[config.mk]
export PLATFORM = sky130hd
export DESIGN_NAME = sparse_bool_matrix_table
export DESIGN_NICKNAME = d
export VERILOG_FILES = /design/src/sbmt_pkg.sv /design/src/sbmt_ram.sv /design/src/sparse_bool_matrix_table.sv
export SDC_FILE = /design/constraint.sdc
export NUM_CORES = 2
export LEC_CHECK = 0
export BUFFER_PORTS_ARGS = -buffer_cell sky130_fd_sc_hd__buf_2
export CAP_MARGIN = 10
export CELL_PAD_IN_SITES_DETAIL_PLACEMENT = 0
export CELL_PAD_IN_SITES_GLOBAL_PLACEMENT = 1
export CORE_ASPECT_RATIO = 0.5
export CORE_UTILIZATION = 53
export DETAILED_ROUTE_END_ITERATION = 12
export GPL_TIMING_DRIVEN = 0
export PLACE_DENSITY = 0.78
export RECOVER_POWER = 50
export SLEW_MARGIN = 20
export SYNTH_ARGS = -nofsm -noshare
export SYNTH_HDL_FRONTEND = slang
export SYNTH_SLANG_ARGS = --single-unit
[constraint.sdc]
create_clock -name aclk -period 7.7 [get_ports aclk]
set_input_delay 0.385 -clock aclk [delete_from_list [all_inputs] [get_ports aclk]]
set_output_delay 0.385 -clock aclk [all_outputs]
set_load 0.01 [all_outputs]
[src/sbmt_pkg.sv]
`timescale 1ns / 1ps
// ----------------------------------------------------------------------------
// sbmt_pkg: shared types and constants of the sparse boolean matrix table
// Item layouts, operation codes, sequencer states and table sizes.
// ----------------------------------------------------------------------------
package sbmt_pkg;

    // table size and derived widths
    localparam int CAPACITY = 64;
    localparam int ADDR_W   = $clog2(CAPACITY);
    localparam int CNT_W    = $clog2(CAPACITY + 1);
    localparam int IDX_W    = 8;
    localparam int KEY_W    = 2 * IDX_W;

    // operation codes
    typedef enum logic [1:0] {
        OP_INSERT = 2'd0,
        OP_TEST   = 2'd1,
        OP_GETROW = 2'd2,
        OP_CLEAR  = 2'd3
    } op_t;

    // sequencer states
    typedef enum logic [3:0] {
        ST_IDLE,
        ST_SEARCH,
        ST_COMPARE,
        ST_INS_RD,
        ST_INS_WR,
        ST_TEST_CMP,
        ST_ROW_RD,
        ST_ROW_EMIT,
        ST_RESP
    } state_t;

    // input item
    typedef struct packed {
        logic [1:0]       operation;
        logic [IDX_W-1:0] row;
        logic [IDX_W-1:0] col;
    } in_item_t;

    // result item
    typedef struct packed {
        logic             hit;
        logic [IDX_W-1:0] col_out;
        logic             col_valid;
        logic             status;
        logic             last;
    } out_item_t;

endpackage

[src/sbmt_ram.sv]
`timescale 1ns / 1ps
// ----------------------------------------------------------------------------
// sbmt_ram: generic single-write, single-read RAM
// One write port and one read port with registered, enabled read data.
// ----------------------------------------------------------------------------
module sbmt_ram #(
    parameter int WIDTH = 16,
    parameter int DEPTH = 64
) (
    input  logic                     aclk,
    input  logic                     we,
    input  logic [$clog2(DEPTH)-1:0] waddr,
    input  logic [WIDTH-1:0]         wdata,
    input  logic                     re,
    input  logic [$clog2(DEPTH)-1:0] raddr,
    output logic [WIDTH-1:0]         rdata
);

    logic [WIDTH-1:0] mem [DEPTH];
    logic [WIDTH-1:0] rdata_reg;

    // write port
    always_ff @(posedge aclk) begin
        if (we) begin
            mem[waddr] <= wdata;
        end
    end

    // registered read port
    always_ff @(posedge aclk) begin
        if (re) begin
            rdata_reg <= mem[raddr];
        end
    end

    assign rdata = rdata_reg;

endmodule

[src/sparse_bool_matrix_table.sv]
`timescale 1ns / 1ps
// ----------------------------------------------------------------------------
// sparse_bool_matrix_table: sorted (row, col) table with binary search
// Insert, test, get row and clear on a sorted list of set matrix cells.
// ----------------------------------------------------------------------------
// The table holds up to sbmt_pkg::CAPACITY keys {row, col} in one RAM, sorted
// ascending, and one sequencer with a single key comparator does all the work;
// the block takes one item at a time and s_ready is high only between items.
// A search step is a RAM read at the midpoint followed by a compare. Test then
// reads the entry at the found position and checks it for equality. Insert
// moves every key above the insert position up one place, a read then a
// write per key. Get row runs two searches and then reads and emits each
// column in turn. Clear and an insert into a full table go straight to the
// response. A finished result sits in an output register, so the next
// item can enter while it waits.
// ----------------------------------------------------------------------------
module sparse_bool_matrix_table (
    input  logic                aclk,
    input  logic                aresetn,
    input  logic                s_valid,
    output logic                s_ready,
    input  sbmt_pkg::in_item_t  s_item,
    output logic                m_valid,
    input  logic                m_ready,
    output sbmt_pkg::out_item_t m_item
);

    // control registers
    sbmt_pkg::state_t             state_reg, state_next;
    logic [sbmt_pkg::CNT_W-1:0]   count_reg, count_next;
    logic                         m_valid_reg, m_valid_next;

    // working registers
    logic [1:0]                   op_reg, op_next;
    logic [sbmt_pkg::KEY_W-1:0]   key_reg, key_next;
    logic [sbmt_pkg::IDX_W-1:0]   row_reg, row_next;
    logic                         upper_reg, upper_next;
    logic                         phase_reg, phase_next;
    logic [sbmt_pkg::CNT_W-1:0]   lo_reg, lo_next;
    logic [sbmt_pkg::CNT_W-1:0]   hi_reg, hi_next;
    logic [sbmt_pkg::CNT_W-1:0]   first_reg, first_next;
    logic [sbmt_pkg::CNT_W-1:0]   idx_reg, idx_next;
    sbmt_pkg::out_item_t          res_reg, res_next;
    sbmt_pkg::out_item_t          m_item_reg, m_item_next;

    // ram port signals
    logic                         ram_we;
    logic [sbmt_pkg::ADDR_W-1:0]  ram_waddr;
    logic [sbmt_pkg::KEY_W-1:0]   ram_wdata;
    logic                         ram_re;
    logic [sbmt_pkg::ADDR_W-1:0]  ram_raddr;
    logic [sbmt_pkg::KEY_W-1:0]   ram_rdata;

    // search helpers
    logic [sbmt_pkg::CNT_W:0]     mid_sum;
    logic [sbmt_pkg::CNT_W-1:0]   mid;
    logic                         key_below;
    logic                         out_free;
    logic                         accept;
    logic [sbmt_pkg::CNT_W-1:0]   idx_inc;

    sbmt_ram #(
        .WIDTH (sbmt_pkg::KEY_W),
        .DEPTH (sbmt_pkg::CAPACITY)
    ) u_ram (
        .aclk  (aclk),
        .we    (ram_we),
        .waddr (ram_waddr),
        .wdata (ram_wdata),
        .re    (ram_re),
        .raddr (ram_raddr),
        .rdata (ram_rdata)
    );

    // midpoint and the shared key comparator
    assign mid_sum   = {1'b0, lo_reg} + {1'b0, hi_reg};
    assign mid       = mid_sum[sbmt_pkg::CNT_W:1];
    assign key_below = upper_reg ? (ram_rdata <= key_reg) : (ram_rdata < key_reg);
    assign idx_inc   = idx_reg + sbmt_pkg::CNT_W'(1);

    assign out_free = !m_valid_reg || m_ready;
    assign accept   = s_valid && s_ready;
    assign s_ready  = (state_reg == sbmt_pkg::ST_IDLE);
    assign m_valid  = m_valid_reg;
    assign m_item   = m_item_reg;

    // sequencer: next state and datapath control
    always_comb begin
        logic out_load;
        out_load     = 1'b0;
        state_next   = state_reg;
        count_next   = count_reg;
        op_next      = op_reg;
        key_next     = key_reg;
        row_next     = row_reg;
        upper_next   = upper_reg;
        phase_next   = phase_reg;
        lo_next      = lo_reg;
        hi_next      = hi_reg;
        first_next   = first_reg;
        idx_next     = idx_reg;
        res_next     = res_reg;
        m_item_next  = m_item_reg;
        ram_we       = 1'b0;
        ram_waddr    = idx_reg[sbmt_pkg::ADDR_W-1:0];
        ram_wdata    = ram_rdata;
        ram_re       = 1'b0;
        ram_raddr    = mid[sbmt_pkg::ADDR_W-1:0];

        unique case (state_reg)
            sbmt_pkg::ST_IDLE: begin
                if (accept) begin
                    op_next    = s_item.operation;
                    row_next   = s_item.row;
                    key_next   = {s_item.row, s_item.col};
                    lo_next    = '0;
                    hi_next    = count_reg;
                    phase_next = 1'b0;
                    res_next   = '0;
                    res_next.last = 1'b1;
                    unique case (s_item.operation)
                        sbmt_pkg::OP_INSERT: begin
                            if (count_reg >= sbmt_pkg::CNT_W'(sbmt_pkg::CAPACITY)) begin
                                res_next.status = 1'b1;
                                state_next      = sbmt_pkg::ST_RESP;
                            end else begin
                                upper_next = 1'b1;
                                state_next = sbmt_pkg::ST_SEARCH;
                            end
                        end
                        sbmt_pkg::OP_TEST: begin
                            upper_next = 1'b0;
                            state_next = sbmt_pkg::ST_SEARCH;
                        end
                        sbmt_pkg::OP_GETROW: begin
                            key_next   = {s_item.row, {sbmt_pkg::IDX_W{1'b0}}};
                            upper_next = 1'b0;
                            state_next = sbmt_pkg::ST_SEARCH;
                        end
                        default: begin
                            count_next = '0;
                            state_next = sbmt_pkg::ST_RESP;
                        end
                    endcase
                end
            end

            // one search step: read the midpoint, or finish
            sbmt_pkg::ST_SEARCH: begin
                if (lo_reg < hi_reg) begin
                    ram_re     = 1'b1;
                    state_next = sbmt_pkg::ST_COMPARE;
                end else begin
                    unique case (op_reg)
                        sbmt_pkg::OP_INSERT: begin
                            idx_next   = count_reg;
                            state_next = sbmt_pkg::ST_INS_RD;
                        end
                        sbmt_pkg::OP_TEST: begin
                            if (lo_reg < count_reg) begin
                                ram_re     = 1'b1;
                                ram_raddr  = lo_reg[sbmt_pkg::ADDR_W-1:0];
                                state_next = sbmt_pkg::ST_TEST_CMP;
                            end else begin
                                state_next = sbmt_pkg::ST_RESP;
                            end
                        end
                        default: begin
                            if (!phase_reg) begin
                                // lower bound found, now search the row's end
                                first_next = lo_reg;
                                key_next   = {row_reg, {sbmt_pkg::IDX_W{1'b1}}};
                                upper_next = 1'b1;
                                phase_next = 1'b1;
                                lo_next    = '0;
                                hi_next    = count_reg;
                            end else if (first_reg >= lo_reg) begin
                                state_next = sbmt_pkg::ST_RESP;
                            end else begin
                                idx_next   = first_reg;
                                state_next = sbmt_pkg::ST_ROW_RD;
                            end
                        end
                    endcase
                end
            end

            sbmt_pkg::ST_COMPARE: begin
                if (key_below) begin
                    lo_next = mid + sbmt_pkg::CNT_W'(1);
                end else begin
                    hi_next = mid;
                end
                state_next = sbmt_pkg::ST_SEARCH;
            end

            // move keys up one place until the insert position is free
            sbmt_pkg::ST_INS_RD: begin
                if (idx_reg > lo_reg) begin
                    ram_re     = 1'b1;
                    ram_raddr  = sbmt_pkg::ADDR_W'(idx_reg - sbmt_pkg::CNT_W'(1));
                    state_next = sbmt_pkg::ST_INS_WR;
                end else begin
                    ram_we     = 1'b1;
                    ram_waddr  = lo_reg[sbmt_pkg::ADDR_W-1:0];
                    ram_wdata  = key_reg;
                    count_next = count_reg + sbmt_pkg::CNT_W'(1);
                    state_next = sbmt_pkg::ST_RESP;
                end
            end

            sbmt_pkg::ST_INS_WR: begin
                ram_we     = 1'b1;
                idx_next   = idx_reg - sbmt_pkg::CNT_W'(1);
                state_next = sbmt_pkg::ST_INS_RD;
            end

            sbmt_pkg::ST_TEST_CMP: begin
                res_next.hit = (ram_rdata == key_reg);
                state_next   = sbmt_pkg::ST_RESP;
            end

            // row scan: read one entry, then emit its column
            sbmt_pkg::ST_ROW_RD: begin
                ram_re     = 1'b1;
                ram_raddr  = idx_reg[sbmt_pkg::ADDR_W-1:0];
                state_next = sbmt_pkg::ST_ROW_EMIT;
            end

            sbmt_pkg::ST_ROW_EMIT: begin
                if (out_free) begin
                    out_load              = 1'b1;
                    m_item_next           = '0;
                    m_item_next.col_out   = ram_rdata[sbmt_pkg::IDX_W-1:0];
                    m_item_next.col_valid = 1'b1;
                    m_item_next.last      = (idx_inc == lo_reg);
                    idx_next              = idx_inc;
                    state_next            = (idx_inc == lo_reg) ? sbmt_pkg::ST_IDLE
                                                                : sbmt_pkg::ST_ROW_RD;
                end
            end

            sbmt_pkg::ST_RESP: begin
                if (out_free) begin
                    out_load    = 1'b1;
                    m_item_next = res_reg;
                    state_next  = sbmt_pkg::ST_IDLE;
                end
            end

            default: begin
                state_next = sbmt_pkg::ST_IDLE;
            end
        endcase

        // output register handshake
        if (out_load) begin
            m_valid_next = 1'b1;
        end else if (m_ready) begin
            m_valid_next = 1'b0;
        end else begin
            m_valid_next = m_valid_reg;
        end
    end

    // control state
    always_ff @(posedge aclk) begin
        if (!aresetn) begin
            state_reg   <= sbmt_pkg::ST_IDLE;
            count_reg   <= '0;
            m_valid_reg <= 1'b0;
        end else begin
            state_reg   <= state_next;
            count_reg   <= count_next;
            m_valid_reg <= m_valid_next;
        end
    end

    // payload and working registers
    always_ff @(posedge aclk) begin
        op_reg     <= op_next;
        key_reg    <= key_next;
        row_reg    <= row_next;
        upper_reg  <= upper_next;
        phase_reg  <= phase_next;
        lo_reg     <= lo_next;
        hi_reg     <= hi_next;
        first_reg  <= first_next;
        idx_reg    <= idx_next;
        res_reg    <= res_next;
        m_item_reg <= m_item_next;
    end

    // fill count never passes the capacity
    assert property (@(posedge aclk) disable iff (!aresetn)
        count_reg <= sbmt_pkg::CNT_W'(sbmt_pkg::CAPACITY))
        else $error("fill count above capacity");

    // search window stays ordered
    assert property (@(posedge aclk) disable iff (!aresetn)
        (state_reg == sbmt_pkg::ST_SEARCH) |-> (lo_reg <= hi_reg))
        else $error("search window inverted");

    // a clear empties the table
    assert property (@(posedge aclk) disable iff (!aresetn)
        (accept && s_item.operation == sbmt_pkg::OP_CLEAR) |=> (count_reg == '0))
        else $error("clear left entries");

    // a refused insert leaves the fill count alone
    assert property (@(posedge aclk) disable iff (!aresetn)
        (accept && s_item.operation == sbmt_pkg::OP_INSERT &&
         count_reg == sbmt_pkg::CNT_W'(sbmt_pkg::CAPACITY)) |=> $stable(count_reg))
        else $error("full insert changed the table");

    // a result never carries both a column and a refusal
    assert property (@(posedge aclk) disable iff (!aresetn)
        m_valid_reg |-> !(m_item_reg.status && m_item_reg.col_valid))
        else $error("column and refusal on one item");

endmodule

==> results by group <==
Status
  – Status: finished, violations left
  – Violated checks: capacitance limit, slew limit

Drt
  – Wire per inst: 27.1 um
  – Starting DRT DRC Count: 4,979
  – DRC Markers: 0
  – Routed Antenna Nets: 0
  – Routed WL: 139,000 um
  – Vias/cell: 6.20
  – Vias: 31,700
  – First-pass DRT Iterations: 6

Clocking
  – Skew-Pair Late Insertion Delay: 0.71 ns
  – CTS Buffer Depth: 3
  – CTS tree: done
  – Clock root buffer master: clkbuf_16
  – Clk slew on worst S/H paths: 0.07 ns
  – CTS-repair resized insts: 0
  – Clock sinks: 1,122
  – Total CTS buffers: 96
  – H-tree depth: 3

Setup path
  – Worst setup EP type: flip-flop
  – Worst Path Required: 7.70 ns
  – Type of origin of the critical path: flip-flop
  – Crit Path Class: flip-flop to flip-flop
  – Worst-path maximum fanout: 16
  – Worst EP arrival: 6.84 ns

Synthesis
  – Post-synthesis sequential element count: 1,122
  – Cell variety after synth: 78
  – Synth warn: 0
  – Mapped Avg Cell Area: 12.8 um^2
  – Synth Flop Type: edfxtp_1
  – Async SR Flop Fraction: 0%
  – Synth Instances: 3,654
  – Synth Net Count: 3,733
  – Sequential area share after synthesis: 71.7%
  – EDFF count, synth: 1,110
  – Synth Cell Area: 0.0468 mm^2

Floorplanning
  – Initial Util: 54.0%
  – Die area: 0.0896 mm^2
  – Chip height: 212 um
  – I/O pins: 36
  – Core ar.: 0.0867 mm^2
  – Std cell rows: 76
  – Chip width: 422 um

Global route
  – First-pass GRT wire length: 201,000 um
  – Number of global-route vias before repair: 29,800
  – Total congestion overflow: 0
  – Initial antenna violation count: 6
  – Largest net degree at the start of global routing: 65
  – GRT Util Overall: 31.0%

Timing
  – Slew margin rel.: -132%
  – Post-layout min period: 6.83 ns
  – Final worst slack: 0.866 ns
  – Setup TNS: 0 ns
  – # setup viols final: 0
  – RSZ-0062 raised after global routing: no
  – Fin crit share: 88.8%
  – Final-report max-slew violation count: 284
  – Worst Tran Pin Value: 3.45 ns
  – Clock skew: 0.0224 ns
  – Fmax: 0.146 GHz
  – Final hold vios: 0

Placement
  – HPWL Detailed: 98,900 um
  – Pre-CTS WS: 1.79 ns
  – Global placer's final weighted congestion: 0.983
  – # port buffers: 35
  – Placed inst area: 0.0501 mm^2

Hold path
  – Hold crit path type: primary input to flip-flop

Finish
  – Nets: 3,948
  – Fillers: 6,663
  – Share of layout cells above drive strength 1: 11.4%
  – Layout area overhead: 13.2%
  – Design Area, Final: 0.0530 mm^2
  – Max FFs per register: 1,024

Pwr
  – Pwr dens: 434 mW/mm^2
  – Max rail drop VDD: 0.000242 V
  – Leakage Power: 0.0182 uW

Flow run
  – Max_cap viols: 16
==> cell usage after synthesis, types with 13 or more instances <==
cell / number / share of area, %
o41ai_1: 16 / 0.30
mux2_1: 18 / 0.43
nor2_1: 116 / 0.93
ha_1: 56 / 1.5
xnor2_1: 19 / 0.36
buf_2: 122 / 1.3
nand2_1: 1035 / 8.3
edfxtp_1: 1110 / 71
o21ai_0: 94 / 1.0
nor3_1: 14 / 0.15
a32o_1: 96 / 2.1
inv_1: 59 / 0.47
clkbuf_1: 71 / 0.57
a21oi_1: 33 / 0.35
a31o_1: 26 / 0.49
nor2b_1: 14 / 0.19
o21ai_1: 38 / 0.41
nand3_1: 307 / 3.3
nand4_1: 23 / 0.31
a31oi_1: 169 / 2.3
nand2b_1: 13 / 0.17
mux2_2: 15 / 0.36
==> cells by family after synthesis <==
group | after synthesis | share of synthesized area (%)
buf+inv | 282 | 2.84
flops | 1122 | 71.7
fa+ha+maj | 57 | 1.54
simple gates | 1578 | 14.2
mux | 38 | 0.901
compound gates | 551 | 8.29
xor+xnor | 26 | 0.487
==> through the flow <==
| step | power [uW] | utilization [%] | instances | hold WS (ns) |
|---|---|---|---|---|
| after floorplan | 13000 | - | 3654 | 0.484 |
| after global placement | 17300 | 55.9 | 4859 | 0.505 |
| after global routing | 23700 | 61.1 | 5120 | 0.0436 |
| final | 23000 | 61.1 | 5122 | 0.0470 |
| after detailed placement | 17700 | 57.8 | 4929 | 0.505 |
| after CTS | 22700 | 61.7 | 5120 | 0.0105 |
==> critical path: stages, from the launching register on <==
cell and delay [ns]:
edfxtp_1 0.69, inv_1 0.21, ha_1 0.36, a211o_1 0.26, a21oi_1 0.27, a21oi_1 0.19
nand2b_1 0.18, clkbuf_1 0.22, clkbuf_1 0.32, clkbuf_1 0.44, clkbuf_1 0.36, o21ai_0 2.62
==> per-layer routing <==
metal	wire [um]	vias to the layer above	share of wire (%)	track usage, %
li1	-	13900	-	-
met2	56500	1809	41	43.3
met5	9	-	0.0065	0
met4	4200	2	3.0	9.18
met3	19400	250	14	10.0
met1	58500	15700	42	46.3
==> area by class of cell <==
type                    count  area, um^2  area share, %
clock inverters            67         709           1.34
multi-input cells        2250       12100           22.8
diodes                      2        5.00        0.00945
well taps                1170        1460           2.76
flip-flops and latches   1122       33600           63.4
inverters                  59         221          0.418
plain buffers             223        1110           2.09
repair buffers            117        1320           2.48
clock buffers             112        2490           4.70
==> cells in the final DEF (no fill, tap or decap), types with 33 or more instances in the layout <==
| master | count |
|---|---|
| a32o_1 | 96 |
| inv_1 | 59 |
| a31oi_1 | 169 |
| clkbuf_1 | 129 |
| nand3_1 | 307 |
| nor2_1 | 75 |
| buf_2 | 134 |
| o21ai_1 | 40 |
| clkbuf_16 | 96 |
| a21oi_1 | 33 |
| edfxtp_1 | 1110 |
| nand2_1 | 1035 |
| nor2_2 | 43 |
| ha_1 | 56 |
| o21ai_0 | 91 |
==> power breakdown <==
group,switching [uW],internal (uW),total (uW)
combinational,7650,2820,10500
clock,2270,2800,5060
sequential,87.6,7390,7480
==> path summary, 6_finish.rpt <==
path,from,cells past startpoint,end,slack (ns)
setup / recovery,lo_reg[4],11,u_ram.mem[50][11],0.87
hold / removal,s_item[6],3,key_reg[6],0.05
setup reg to reg,lo_reg[4],11,u_ram.mem[50][11],0.87
hold reg to reg,row_reg[5],2,key_reg[13],0.53
==> what timing repair did <==
item / in CTS / in global routing
hold buffers: 12 / 0
hold endpoints to repair: 23 / 0
setup buffers: 0 / 0
Note: power is estimated with default switching activity, not from simulation.
